## src/rtl/core/aot_pkg.sv

```systemverilog
package aot_pkg;

  // averaging window and inverse-time stage delays
  localparam int unsigned AVG_DEPTH     = 16;
  localparam int unsigned MID_DELAY_MS  = 30000;
  localparam int unsigned FAST_DELAY_MS = 5000;

  localparam int unsigned CODE_W  = 12;
  localparam int unsigned DELAY_W = 16;
  localparam int unsigned AVG_W   = 16;
  localparam int unsigned SUM_W   = 16;
  localparam int unsigned SLOT_W  = 4;
  localparam int unsigned FILL_W  = 5;
  localparam int unsigned LVL_W   = 18;

  localparam logic [SLOT_W-1:0]  SLOT_LAST = SLOT_W'(AVG_DEPTH - 1);
  localparam logic [FILL_W-1:0]  FILL_MAX  = FILL_W'(AVG_DEPTH);
  localparam logic [DELAY_W-1:0] MID_LIMIT  = DELAY_W'(MID_DELAY_MS);
  localparam logic [DELAY_W-1:0] FAST_LIMIT = DELAY_W'(FAST_DELAY_MS);
  localparam logic [DELAY_W-1:0] ELAPSED_TOP = '1;

  localparam logic [CODE_W-1:0]  RATED_RESET = 12'd4095;
  localparam logic [DELAY_W-1:0] DELAY_RESET = 16'd1000;

  // serial divider: (sum << 4) / fill
  localparam int unsigned DIVIDEND_W = SUM_W + 4;
  localparam int unsigned DIV_STEPS  = DIVIDEND_W;
  localparam int unsigned DIV_CNT_W  = 5;
  localparam logic [DIV_CNT_W-1:0] DIV_LAST = DIV_CNT_W'(DIV_STEPS - 1);

  // two-entry queues between the parts
  localparam int unsigned QPTR_W = 1;
  localparam int unsigned QCNT_W = 2;
  localparam logic [QCNT_W-1:0] QDEPTH = QCNT_W'(2);

  localparam int unsigned DATA_W = 32;
  localparam int unsigned ADDR_W = 3;

  typedef enum logic {
    REG_RATED_LEVEL = 1'b0,
    REG_TRIP_DELAY  = 1'b1
  } reg_idx_e;

  typedef enum logic {
    KIND_SAMPLE = 1'b0,
    KIND_TICK   = 1'b1
  } kind_e;

  typedef enum logic [1:0] {
    ST_IDLE,
    ST_DIV,
    ST_DECIDE,
    ST_EMIT
  } back_state_e;

  typedef struct packed {
    kind_e             kind;
    logic [CODE_W-1:0] code;
  } job_t;

  typedef struct packed {
    logic [AVG_W-1:0] average;
    logic             trip;
    logic             clr;
  } result_t;

  typedef struct packed {
    logic [CODE_W-1:0]  rated_level;
    logic [DELAY_W-1:0] trip_delay_ms;
  } cfg_t;

  typedef struct packed {
    logic                  start;
    logic [DIVIDEND_W-1:0] dividend;
    logic [FILL_W-1:0]     divisor;
  } div_req_t;

  typedef struct packed {
    logic             done;
    logic [AVG_W-1:0] quotient;
  } div_rsp_t;

endpackage

```

## src/rtl/core/aot_front.sv

```systemverilog
module aot_front import aot_pkg::*; (
  input  logic              clk_i,
  input  logic              rst_ni,
  input  logic              push_i,
  output logic              full_o,
  input  logic              mode_i,
  input  logic [CODE_W-1:0] sample_code_i,
  output logic              job_valid_o,
  output job_t              job_o,
  input  logic              job_pop_i
);

  job_t              entry_q [2];
  logic [QPTR_W-1:0] wr_ptr_q, rd_ptr_q;
  logic [QCNT_W-1:0] count_q;
  logic              do_push, do_pop;
  job_t              job_in;

  // classify the incoming item
  always_comb begin
    job_in.kind = mode_i ? KIND_TICK : KIND_SAMPLE;
    job_in.code = sample_code_i;
  end

  assign full_o      = (count_q == QDEPTH);
  assign job_valid_o = (count_q != '0);
  assign job_o       = entry_q[rd_ptr_q];
  assign do_push     = push_i && !full_o;
  assign do_pop      = job_pop_i && job_valid_o;

  always_ff @(posedge clk_i or negedge rst_ni) begin
    if (!rst_ni) begin
      wr_ptr_q <= '0;
      rd_ptr_q <= '0;
      count_q  <= '0;
    end else begin
      if (do_push) wr_ptr_q <= wr_ptr_q + 1'b1;
      if (do_pop)  rd_ptr_q <= rd_ptr_q + 1'b1;
      if (do_push && !do_pop) count_q <= count_q + 1'b1;
      else if (!do_push && do_pop) count_q <= count_q - 1'b1;
    end
  end

  always_ff @(posedge clk_i) begin
    if (do_push) entry_q[wr_ptr_q] <= job_in;
  end

endmodule

```

## src/rtl/core/aot_div.sv

```systemverilog
module aot_div import aot_pkg::*; (
  input  logic     clk_i,
  input  logic     rst_ni,
  input  div_req_t req_i,
  output div_rsp_t rsp_o
);

  logic                  busy_q, done_q;
  logic [DIV_CNT_W-1:0]  cnt_q;
  logic [FILL_W-1:0]     rem_q, divisor_q;
  logic [DIVIDEND_W-1:0] quo_q;
  logic [FILL_W:0]       trial;
  logic                  fits;

  // one restoring step per cycle, dividend bits shift out at the top
  assign trial = {rem_q, quo_q[DIVIDEND_W-1]};
  assign fits  = (trial >= {1'b0, divisor_q});

  always_ff @(posedge clk_i or negedge rst_ni) begin
    if (!rst_ni) begin
      busy_q <= 1'b0;
      done_q <= 1'b0;
      cnt_q  <= '0;
    end else begin
      done_q <= 1'b0;
      if (req_i.start) begin
        busy_q <= 1'b1;
        cnt_q  <= '0;
      end else if (busy_q) begin
        if (cnt_q == DIV_LAST) begin
          busy_q <= 1'b0;
          done_q <= 1'b1;
        end else begin
          cnt_q <= cnt_q + 1'b1;
        end
      end
    end
  end

  always_ff @(posedge clk_i) begin
    if (req_i.start) begin
      rem_q     <= '0;
      quo_q     <= req_i.dividend;
      divisor_q <= req_i.divisor;
    end else if (busy_q) begin
      rem_q <= fits ? FILL_W'(trial - {1'b0, divisor_q}) : trial[FILL_W-1:0];
      quo_q <= {quo_q[DIVIDEND_W-2:0], fits};
    end
  end

  assign rsp_o.done     = done_q;
  assign rsp_o.quotient = quo_q[AVG_W-1:0];

endmodule

```

## src/rtl/core/aot_back.sv

```systemverilog
module aot_back import aot_pkg::*; (
  input  logic     clk_i,
  input  logic     rst_ni,
  input  cfg_t     cfg_i,
  input  logic     job_valid_i,
  input  job_t     job_i,
  output logic     job_pop_o,
  output div_req_t div_req_o,
  input  div_rsp_t div_rsp_i,
  output logic     res_push_o,
  output result_t  res_o,
  input  logic     res_full_i
);

  back_state_e        state_q, state_d;
  logic [CODE_W-1:0]  ring_q [AVG_DEPTH];
  logic [SLOT_W-1:0]  slot_q, slot_d;
  logic [FILL_W-1:0]  fill_q, fill_d;
  logic [SUM_W-1:0]   sum_q, sum_d, sum_new;
  logic               over_q, over_d;
  logic [DELAY_W-1:0] elapsed_q, elapsed_d, base_elapsed, limit;
  logic               reported_q, reported_d;
  logic [AVG_W-1:0]   last_avg_q, last_avg_d;
  result_t            res_q, res_d;
  logic               ring_we, trip_c;
  logic [LVL_W-1:0]   avg_x, lvl1, lvl15, lvl2;

  assign sum_new = sum_q - SUM_W'(ring_q[slot_q]) + SUM_W'(job_i.code);

  // stage thresholds, exact in 4-fraction-bit units
  assign avg_x = LVL_W'(last_avg_q);
  assign lvl1  = LVL_W'({cfg_i.rated_level, 4'b0});
  assign lvl15 = LVL_W'({cfg_i.rated_level, 4'b0}) + LVL_W'({cfg_i.rated_level, 3'b0});
  assign lvl2  = LVL_W'({cfg_i.rated_level, 5'b0});

  always_comb begin
    base_elapsed = over_q ? elapsed_q : '0;
    if (avg_x < lvl15)     limit = cfg_i.trip_delay_ms;
    else if (avg_x < lvl2) limit = MID_LIMIT;
    else                   limit = FAST_LIMIT;
    trip_c = (base_elapsed >= limit);
  end

  always_comb begin
    state_d    = state_q;
    slot_d     = slot_q;
    fill_d     = fill_q;
    sum_d      = sum_q;
    over_d     = over_q;
    elapsed_d  = elapsed_q;
    reported_d = reported_q;
    last_avg_d = last_avg_q;
    res_d      = res_q;
    ring_we    = 1'b0;
    job_pop_o  = 1'b0;
    res_push_o = 1'b0;
    div_req_o.start    = 1'b0;
    div_req_o.dividend = {sum_new, 4'b0};
    div_req_o.divisor  = (fill_q < FILL_MAX) ? fill_q + 1'b1 : fill_q;

    unique case (state_q)
      ST_IDLE: begin
        if (job_valid_i) begin
          job_pop_o = 1'b1;
          if (job_i.kind == KIND_TICK) begin
            if (over_q && elapsed_q != ELAPSED_TOP) elapsed_d = elapsed_q + 1'b1;
            res_d   = '{average: last_avg_q, trip: 1'b0, clr: 1'b0};
            state_d = ST_EMIT;
          end else begin
            ring_we         = 1'b1;
            sum_d           = sum_new;
            slot_d          = (slot_q == SLOT_LAST) ? '0 : slot_q + 1'b1;
            fill_d          = div_req_o.divisor;
            div_req_o.start = 1'b1;
            state_d         = ST_DIV;
          end
        end
      end
      ST_DIV: begin
        if (div_rsp_i.done) begin
          last_avg_d = div_rsp_i.quotient;
          state_d    = ST_DECIDE;
        end
      end
      ST_DECIDE: begin
        res_d = '{average: last_avg_q, trip: 1'b0, clr: 1'b0};
        if (avg_x >= lvl1) begin
          if (trip_c) begin
            res_d.trip = 1'b1;
            elapsed_d  = '0;
            over_d     = 1'b0;
            reported_d = 1'b1;
          end else begin
            elapsed_d = base_elapsed;
            over_d    = 1'b1;
          end
        end else begin
          over_d    = 1'b0;
          elapsed_d = '0;
          if (reported_q) begin
            res_d.clr  = 1'b1;
            reported_d = 1'b0;
          end
        end
        state_d = ST_EMIT;
      end
      ST_EMIT: begin
        if (!res_full_i) begin
          res_push_o = 1'b1;
          state_d    = ST_IDLE;
        end
      end
      default: state_d = ST_IDLE;
    endcase
  end

  always_ff @(posedge clk_i or negedge rst_ni) begin
    if (!rst_ni) begin
      state_q    <= ST_IDLE;
      slot_q     <= '0;
      fill_q     <= '0;
      sum_q      <= '0;
      over_q     <= 1'b0;
      elapsed_q  <= '0;
      reported_q <= 1'b0;
      last_avg_q <= '0;
      for (int i = 0; i < AVG_DEPTH; i++) ring_q[i] <= '0;
    end else begin
      state_q    <= state_d;
      slot_q     <= slot_d;
      fill_q     <= fill_d;
      sum_q      <= sum_d;
      over_q     <= over_d;
      elapsed_q  <= elapsed_d;
      reported_q <= reported_d;
      last_avg_q <= last_avg_d;
      if (ring_we) ring_q[slot_q] <= job_i.code;
    end
  end

  always_ff @(posedge clk_i) begin
    res_q <= res_d;
  end

  assign res_o = res_q;

endmodule

```

## src/rtl/core/aot_outq.sv

```systemverilog
module aot_outq import aot_pkg::*; (
  input  logic             clk_i,
  input  logic             rst_ni,
  input  logic             res_push_i,
  input  result_t          res_i,
  output logic             res_full_o,
  output logic             empty_o,
  input  logic             pop_i,
  output logic [AVG_W-1:0] average_value_o,
  output logic             trip_o,
  output logic             clear_o
);

  result_t           entry_q [2];
  logic [QPTR_W-1:0] wr_ptr_q, rd_ptr_q;
  logic [QCNT_W-1:0] count_q;
  logic              do_push, do_pop;
  result_t           head;

  assign res_full_o = (count_q == QDEPTH);
  assign empty_o    = (count_q == '0);
  assign do_push    = res_push_i && !res_full_o;
  assign do_pop     = pop_i && !empty_o;
  assign head       = entry_q[rd_ptr_q];

  assign average_value_o = head.average;
  assign trip_o          = head.trip;
  assign clear_o         = head.clr;

  always_ff @(posedge clk_i or negedge rst_ni) begin
    if (!rst_ni) begin
      wr_ptr_q <= '0;
      rd_ptr_q <= '0;
      count_q  <= '0;
    end else begin
      if (do_push) wr_ptr_q <= wr_ptr_q + 1'b1;
      if (do_pop)  rd_ptr_q <= rd_ptr_q + 1'b1;
      if (do_push && !do_pop) count_q <= count_q + 1'b1;
      else if (!do_push && do_pop) count_q <= count_q - 1'b1;
    end
  end

  always_ff @(posedge clk_i) begin
    if (do_push) entry_q[wr_ptr_q] <= res_i;
  end

endmodule

```

## src/rtl/core/averaged_overcurrent_trip.sv

```systemverilog
// channel   direction  handshake                       payload
// input     in         push / full                     mode_i, sample_code_i
// result    out        empty / pop                     average_value_o, trip_o, clear_o
// config    in         psel, penable, pwrite, pready   paddr, pwdata, prdata
//
// a sample item goes from the head of the input queue to a waiting result by way
// of the ring update, the bit-serial divider (20 steps and the done flag), the
// decision and the hand-over; a tick item updates the stage timing and goes straight to the hand-over.
// the divider sets the rate
// reset is asynchronous and active low; it zeroes the ring, sum and timing and
// loads rated_level = 4095 and trip_delay_ms = 1000
// two-entry queues on each side let input and result sides stall independently

module averaged_overcurrent_trip import aot_pkg::*; (
  input  logic               clk_i,
  input  logic               rst_ni,
  // input item channel
  input  logic               push,
  output logic               full,
  input  logic               mode_i,
  input  logic [CODE_W-1:0]  sample_code_i,
  // result item channel
  output logic               empty,
  input  logic               pop,
  output logic [AVG_W-1:0]   average_value_o,
  output logic               trip_o,
  output logic               clear_o,
  // configuration port
  input  logic               psel,
  input  logic               penable,
  input  logic               pwrite,
  input  logic [ADDR_W-1:0]  paddr,
  input  logic [DATA_W-1:0]  pwdata,
  output logic [DATA_W-1:0]  prdata,
  output logic               pready
);

  cfg_t     cfg_q;
  logic     cfg_we;
  reg_idx_e reg_idx;
  logic     job_valid, job_pop;
  job_t     job;
  div_req_t div_req;
  div_rsp_t div_rsp;
  logic     res_push, res_full;
  result_t  res;

  // register file: one word per register, index taken from the word address
  assign pready  = 1'b1;
  assign cfg_we  = psel && penable && pwrite && pready;
  assign reg_idx = reg_idx_e'(paddr[2]);

  always_ff @(posedge clk_i or negedge rst_ni) begin
    if (!rst_ni) begin
      cfg_q.rated_level   <= RATED_RESET;
      cfg_q.trip_delay_ms <= DELAY_RESET;
    end else if (cfg_we) begin
      unique case (reg_idx)
        REG_RATED_LEVEL: cfg_q.rated_level   <= pwdata[CODE_W-1:0];
        REG_TRIP_DELAY:  cfg_q.trip_delay_ms <= pwdata[DELAY_W-1:0];
        default: ;
      endcase
    end
  end

  always_comb begin
    unique case (reg_idx)
      REG_RATED_LEVEL: prdata = DATA_W'(cfg_q.rated_level);
      REG_TRIP_DELAY:  prdata = DATA_W'(cfg_q.trip_delay_ms);
      default:         prdata = '0;
    endcase
  end

  // front: accepts and classifies items into a short queue
  aot_front u_front (
    .clk_i         (clk_i),
    .rst_ni        (rst_ni),
    .push_i        (push),
    .full_o        (full),
    .mode_i        (mode_i),
    .sample_code_i (sample_code_i),
    .job_valid_o   (job_valid),
    .job_o         (job),
    .job_pop_i     (job_pop)
  );

  // serial divider for the moving average
  aot_div u_div (
    .clk_i  (clk_i),
    .rst_ni (rst_ni),
    .req_i  (div_req),
    .rsp_o  (div_rsp)
  );

  // back: averaging ring, stage timing and trip / clear decisions
  aot_back u_back (
    .clk_i       (clk_i),
    .rst_ni      (rst_ni),
    .cfg_i       (cfg_q),
    .job_valid_i (job_valid),
    .job_i       (job),
    .job_pop_o   (job_pop),
    .div_req_o   (div_req),
    .div_rsp_i   (div_rsp),
    .res_push_o  (res_push),
    .res_o       (res),
    .res_full_i  (res_full)
  );

  // result queue seen by the consumer
  aot_outq u_outq (
    .clk_i           (clk_i),
    .rst_ni          (rst_ni),
    .res_push_i      (res_push),
    .res_i           (res),
    .res_full_o      (res_full),
    .empty_o         (empty),
    .pop_i           (pop),
    .average_value_o (average_value_o),
    .trip_o          (trip_o),
    .clear_o         (clear_o)
  );

endmodule

```

## config.mk

```make
export PLATFORM = sky130hd
export DESIGN_NAME = averaged_overcurrent_trip
export DESIGN_NICKNAME = d
export VERILOG_FILES = /design/src/rtl/core/aot_pkg.sv /design/src/rtl/core/aot_front.sv /design/src/rtl/core/aot_div.sv /design/src/rtl/core/aot_back.sv /design/src/rtl/core/aot_outq.sv /design/src/rtl/core/averaged_overcurrent_trip.sv
export SDC_FILE = /design/constraint.sdc
export NUM_CORES = 1
export LEC_CHECK = 0
export CORE_ASPECT_RATIO = 1.75
export CORE_MARGIN = 2
export CORE_UTILIZATION = 64
export DETAILED_ROUTE_END_ITERATION = 16
export DONT_BUFFER_PORTS = 1
export PLACE_DENSITY = 0.8
export SLEW_MARGIN = 20
export SYNTH_ARGS = -nofsm -noshare
export SYNTH_HDL_FRONTEND = slang
export SYNTH_SLANG_ARGS = --single-unit
```

## constraint.sdc

```tcl
create_clock -name clk_i -period 6.6 [get_ports clk_i]
set_input_delay 0.33 -clock clk_i [delete_from_list [all_inputs] [get_ports clk_i]]
set_output_delay 0.33 -clock clk_i [all_outputs]
set_load 0.05 [all_outputs]
```

==> results of run 1 <==
==> synthesized netlist by cell type (5+ instances only) <==
cell,instances
a211oi_1,12
a21o_1,29
a21oi_1,51
and2_1,21
and3_1,11
buf_1,5
buf_2,16
buf_4,17
clkbuf_1,69
dfrtp_1,278
dfstp_2,18
dfxtp_1,9
edfxtp_1,101
fa_1,14
ha_1,96
inv_1,92
mux2_2,71
mux2i_1,27
mux4_2,60
nand2_1,266
nand2b_1,19
nand3_1,32
nand4_1,15
nor2_1,55
nor2b_1,9
nor3_1,18
nor4_1,5
o21a_1,6
o21ai_0,247
o2bb2ai_1,6
o31ai_1,5
or3_1,6
xnor2_1,19
xor2_1,20
==> power breakdown <==
group          leakage [nW]  internal (mW)  switching [mW]
registers              4.96           3.48           0.580
logic                  4.21           2.03            3.01
clock network         0.541           1.12           0.933
==> kinds of logic after synthesis <==
family / share of synthesized area [%]
and+or+nand+nor: 10.4
DFF: 52.9
AOI/OAI and AO/OA: 11.3
buffers and inverters: 4.19
muxes: 12.0
adders and majority gates: 7.37
xor gates and xnor gates: 1.70
other: 0.0373
==> path summary, 6_finish.rpt <==
| kind | startpoint | to | slack [ps] | cells after the start |
|---|---|---|---|---|
| setup / recovery | cfg_q[16]$_DFFE_PN1P_ | u_back.elapsed_q[9]$_DFFE_PN0P_ | 370 | 28 |
| hold / removal | rst_ni | u_back.ring_q[21]$_DFFE_PN0P_ | -510 | 0 |
| setup reg to reg | cfg_q[16]$_DFFE_PN1P_ | u_back.elapsed_q[9]$_DFFE_PN0P_ | 370 | 28 |
| hold reg to reg | u_back.res_o[10]$_DFFE_PP_ | u_outq.entry_q[1][10]$_DFFE_PP_ | 440 | 0 |
| max in group asynchronous | rst_ni | cfg_q[11]$_DFFE_PN0P_ | 6540 | 0 |
| min in group clk_i | pop | u_outq.rd_ptr_q$_DFFE_PN0P_ | 60 | 2 |
==> through the flow <==
step | area [um2] | total power, mW | utilization (%)
finish | 21900 | 11.1 | 70.9
global route | 21900 | 12.0 | 70.9
CTS | 21800 | 11.1 | 70.8
global placement | 20400 | 8.76 | 66.1
detailed placement | 20400 | 9.03 | 66.1
floorplan | 20200 | 7.82 | -
==> layer usage <==
| metal | vias up | global-route usage, % | share of wire (%) |
|---|---|---|---|
| met3 | 110 | 3.53 | 4.2 |
| met2 | 375 | 51.5 | 55 |
| met1 | 6682 | 30.9 | 36 |
| met5 | - | 0 | 0 |
| met4 | 0 | 12.3 | 4.3 |
| li1 | 6273 | - | - |
==> sequential cells by signal, summed over array words and instances, names as in the netlist, 2 cells and up <==
register and flops:
u_div.divisor_q 5, u_div.rem_q 5, u_outq.count_q 2, u_div.quo_q 20, u_front.count_q 2, u_back.last_avg_q 16
u_back.ring_q 192, u_back.sum_q 16, u_back.slot_q 4, cfg_q 28, u_back.fill_q 5, u_back.state_q 2
u_outq.entry_q 36, u_div.cnt_q 5, u_back.res_o 18, u_front.entry_q 26, u_back.elapsed_q 16
==> layout make-up <==
type	count	area, um2	share of cell area, %
sequential	406	10600	48.7
multi-input combinational	1188	8720	39.9
clock buffer	55	1050	4.82
timing repair buffer	57	515	2.36
tap	391	489	2.24
inverter	92	345	1.58
clock inverter	11	92.6	0.423
==> repair_timing <==
item                                    in CTS  in global routing
endpoints found under the setup margin       0                  1
resized for setup                            0                  1
endpoints found under the hold margin      351                296
==> layout by cell type (no fill, tap or decap), drive strengths merged, types with 7 or more instances in the layout <==
cell type      n
mux2          71
ha            96
o21ai        249
dfrtp        278
fa            14
xnor2         19
and2          22
edfxtp       101
and3          12
nand3         32
dlygate4sd3   30
nor2          55
clkbuf        55
dfstp         18
nor2b          9
xor2          20
nand4         15
nand2b        19
dfxtp          9
a211oi        12
a21o          29
buf           27
mux2i         27
inv           92
mux4          60
conb          17
o22a           7
nand2        266
nor3          18
a21oi         52
==> results.yml, run 1 <==
clocking:
  root_buffer: "clkbuf_16"
  numCtsBuffers: 37
  cts_buffer_depth: 3
  clock-sinks: 406
  htreeDepth: 2
  clkLatencyLatePin_ps: 550
  cts.clk_slew.worst_paths_ps: 70
  cts_setup_buffers: 0
  hold_buffers: 30
  cts_tree: "built"
critical_path:
  startpoint_type: "register"
  cp_slowest_cell: "dfstp_2"
  worst-setup-path-type: "reg2reg"
  cp-end-kind: "register"
  cp.arrival_ps: 6730
  slowest_delay_ps: 620
  crit_buf_inv: 3
  cpMostUsedCell: "a21oi_1"
  cp_max_fo: 16
  cp_top_family: "compound AO/OA/AOI/OAI gates"
  crit_required_ps: 7090
drt:
  via_per_inst: 6.11
  drc: 0
  drtAntennaViolNets: 0
  first_pass_iters: 5
  wl_mm: 43.6
  via_count: 13400
  drt_iter0_markers: 877
  wl_per_cell_um: 19.8
pwr:
  power.density_nw_per_um2: 510
  irDropWorstVdd_mv: 0.349
  leakage_nw: 9.71
logic_synthesis:
  synth-edff-count: 101
  yosysUniqueCellTypes: 67
  synth_top_area_share_pct: 34.6
  yosysSeqAreaShare_pct: 52.9
  yosys_warnings: 0
  synth_cells: 1779
  yosys_most_used_dff: "dfrtp_1"
  async_flop_share_pct: 72.9
  synth_area_per_cell_um2: 11.3
  synthTopCellsByArea: "dfrtp_1 (35%), edfxtp_1 (15%), mux4_2 (6.7%), o21ai_0 (6.1%), ha_1 (6.0%)"
  syn_area_um2: 20100
  yosysTopAreaCell: "dfrtp_1"
  synth_seq_cells: 406
sta:
  clock.fmax_mhz: 160
  tns_ps: 0
  min_period_ps: 6230
  rsz0062_at_grt: "false"
  period_share_pct: 94.5
  maxSlewViolCount: 0
  tightest_slew_ps: 1140
  finalSetupViolCount: 0
  hold_slack_ps: -514
  relSlewSlack_pct: 23.8
  finClkSkew_ps: 20.1
  finalHoldViolCount: 286
  setup_ws_ps: 365
layout:
  nets: 1947
  drive_gt1_share_pct: 14.2
  fin_cells: 2200
  area_growth_syn_to_layout_pct: 8.73
  n_antenna_cell: 0
  fillerInstances: 2161
run:
  maxCapViolCount: 0
global_routing:
  grt_pass1_vias: 14300
  grt_pass1_wl_mm: 72.3
  grt-ovfl-total: 0
  grt_max_degree: 297
  grt_usage_pct: 27.4
  antenna_found_initial: 0
worst_hold_path:
  hold_path.class: "in2async"
placement:
  gp_congestion: 0.896
  pre_cts_ws_ps: 497
  port_buffers: 0
  dpl.hpwl_mm: 29.4
  dp.cells: 2104
floorplan:
  chipHeight_um: 239
  core_um2: 30800
  start_util_pct: 65.2
  dieArea_um2: 32900
  ios: 108
  die_w_um: 138
  num_rows: 85
run_status:
  violations: "hold timing"
  outcome: "finished with violations"
Power figures use the tool's default switching activity.
==> run 2, diff against run 1 <==
==> constraint.sdc (replaced) <==
create_clock -name clk_i -period 6.6 [get_ports clk_i]
set_input_delay 0.33 -clock clk_i [delete_from_list [all_inputs] [get_ports clk_i]]
set_output_delay 0.33 -clock clk_i [all_outputs]
set_load 0.1 [all_outputs]
==> run 2 against run 1 <==
The flow still finishes with violations (hold timing). Non-clock buffer count stayed put. Sequential cell count unchanged. Utilization grew 0.43 points. Maximum frequency is 1.5% higher. Clock skew increased by 0.92 ps. Combinational power up 6.0%. Design area grew 0.60%. First-iteration DRC count grew 24%. Setup slack gained 90 ps. Clock-buffer cell count fell by 6. Largest cell class unchanged. Wire length rose by 1.7%.
==> results.yml, run 2 (synthesized netlist as in run 1, its figures left out) <==
sta:
  rsz0062_at_grt: "false"
  finalSetupViolCount: 0
  relSlewSlack_pct: 22.5
  hold_slack_ps: -530
  maxSlewViolCount: 0
  clock.fmax_mhz: 163
  tightest_slew_ps: 1160
  finClkSkew_ps: 21.0
  period_share_pct: 93.1
  setup_ws_ps: 455
  tns_ps: 0
  finalHoldViolCount: 293
  min_period_ps: 6140
clocking:
  hold_buffers: 30
  htreeDepth: 2
  root_buffer: "clkbuf_16"
  cts_setup_buffers: 0
  ctsResizeCount: 0
  numCtsBuffers: 37
  cts.clk_slew.worst_paths_ps: 70
  cts_buffer_depth: 3
  clock-sinks: 406
  clkLatencyLatePin_ps: 560
  cts_tree: "built"
floorplan:
  num_rows: 85
  ios: 108
  core_um2: 30800
  dieArea_um2: 32900
  die_w_um: 138
  start_util_pct: 65.2
  chipHeight_um: 239
drt:
  drtAntennaViolNets: 0
  drc: 0
  drt_iter0_markers: 1090
  wl_per_cell_um: 20.1
  wl_mm: 44.3
  via_count: 13500
  first_pass_iters: 5
  via_per_inst: 6.11
global_routing:
  grt_pass1_vias: 14300
  grt_pass1_wl_mm: 73.2
  grt_max_degree: 297
  antenna_found_initial: 0
  grt-ovfl-total: 0
  grt_usage_pct: 27.7
layout:
  reg.largest.list: "u_back.ring_q: 192 flops, u_outq.entry_q: 36 flops, cfg_q: 28 flops"
  final_common_cell: "dfrtp_1"
  largest_reg_flops: 192
  area_growth_syn_to_layout_pct: 9.38
  layout_common_cells: "dfrtp_1 (276), nand2_1 (266), o21ai_0 (236)"
  fillerInstances: 2118
  fin_area_um2: 22000
  nets: 1947
  regMostFlops: "u_back.ring_q"
  drive_gt1_share_pct: 15.1
  n_antenna_cell: 0
placement:
  dpl.hpwl_mm: 29.7
  gp_congestion: 0.893
  port_buffers: 0
  place_area_um2: 20400
  pre_cts_ws_ps: 528
critical_path:
  path_depth: 28
  cp_max_fo: 16
  worst-setup-path-type: "reg2reg"
  cp_slowest_cell: "dfstp_2"
  crit_required_ps: 7090
  regToRegSetupSlack_ps: 460
  reg2regPathDepth: 28
  crit_buf_inv: 3
  cp-end-kind: "register"
  cp.arrival_ps: 6640
  r2r-start: "cfg_q[16]$_DFFE_PN1P_"
  setup.worst_path.end: "u_back.elapsed_q[12]$_DFFE_PN0P_"
  slowest_delay_ps: 610
  cp_top_family: "compound AO/OA/AOI/OAI gates"
  cpMostUsedCell: "a21oi_1"
  startpoint: "cfg_q[16]$_DFFE_PN1P_"
  startpoint_type: "register"
  rr_endpoint: "u_back.elapsed_q[12]$_DFFE_PN0P_"
run:
  maxCapViolCount: 0
pwr:
  power.density_nw_per_um2: 527
  leakage_nw: 9.79
  power_mw: 11.6
  irDropWorstVdd_mv: 0.366
run_status:
  outcome: "finished with violations"
  violations: "hold timing"
worst_hold_path:
  hold_path.class: "in2async"
## run 2: cell count changes in the layout (fill, tap and decap cells not counted), sizes merged
cell | previous run | this run
clkinv | 6 | 12
clkbuf | 55 | 49
clkinvlp | 5 | 3
bufinv | 0 | 3
## run 2: final cells by class
class	instances	area (um2)	share of cell area, %
well taps	391	489	2.22
repair buffers	57	515	2.34
inverters	92	345	1.57
clock buffers	49	1020	4.65
flip-flops and latches	406	10600	48.4
clock inverters	18	219	0.995
multi-input cells	1188	8760	39.8
## run 2: worst min-delay path by stage
stage                     slack (ps)   start                             to  cells past startpoint
final                           -530  rst_ni  u_back.ring_q[21]$_DFFE_PN0P_                      0
after global routing            -540  rst_ni  u_back.ring_q[21]$_DFFE_PN0P_                      0
after CTS                       -540  rst_ni  u_back.ring_q[21]$_DFFE_PN0P_                      0
after detailed placement          40  rst_ni  u_back.ring_q[21]$_DFFE_PN0P_                      0
after global placement            50  rst_ni  u_back.ring_q[21]$_DFFE_PN0P_                      0
after floorplan                   30  rst_ni           cfg_q[0]$_DFFE_PN0P_                      0
## run 2: worst reg2reg max path, delay by kind of cell, from the launching register on
kind / cells / cell delay [ps]
AOI/OAI and AO/OA: 17 / 2940
xor gates and xnor gates: 1 / 140
adders and majority gates: 4 / 1210
DFF: 1 / 610
muxes: 1 / 340
buffers and inverters: 3 / 610
and+or+nand+nor: 2 / 250
## run 2: through the flow
step	std cells	utilization [%]
detailed placement	2104	66.2
floorplan	1794	-
finish	2201	71.3
CTS	2201	71.2
global placement	2104	66.2
global route	2201	71.3
## run 2: routing by layer
layer | track usage (%) | share of wire (%)
met4 | 13.0 | 4.8
met2 | 52.5 | 55
met1 | 31.0 | 36
met5 | 0 | 0
met3 | 3.41 | 4.1
## run 2: where the power goes
part           total [mW]  switching (mW)  internal (mW)
combinational        5.34            3.32           2.02
sequential           4.07           0.594           3.48
clock                2.18           0.955           1.23
total                11.6            4.87           6.73
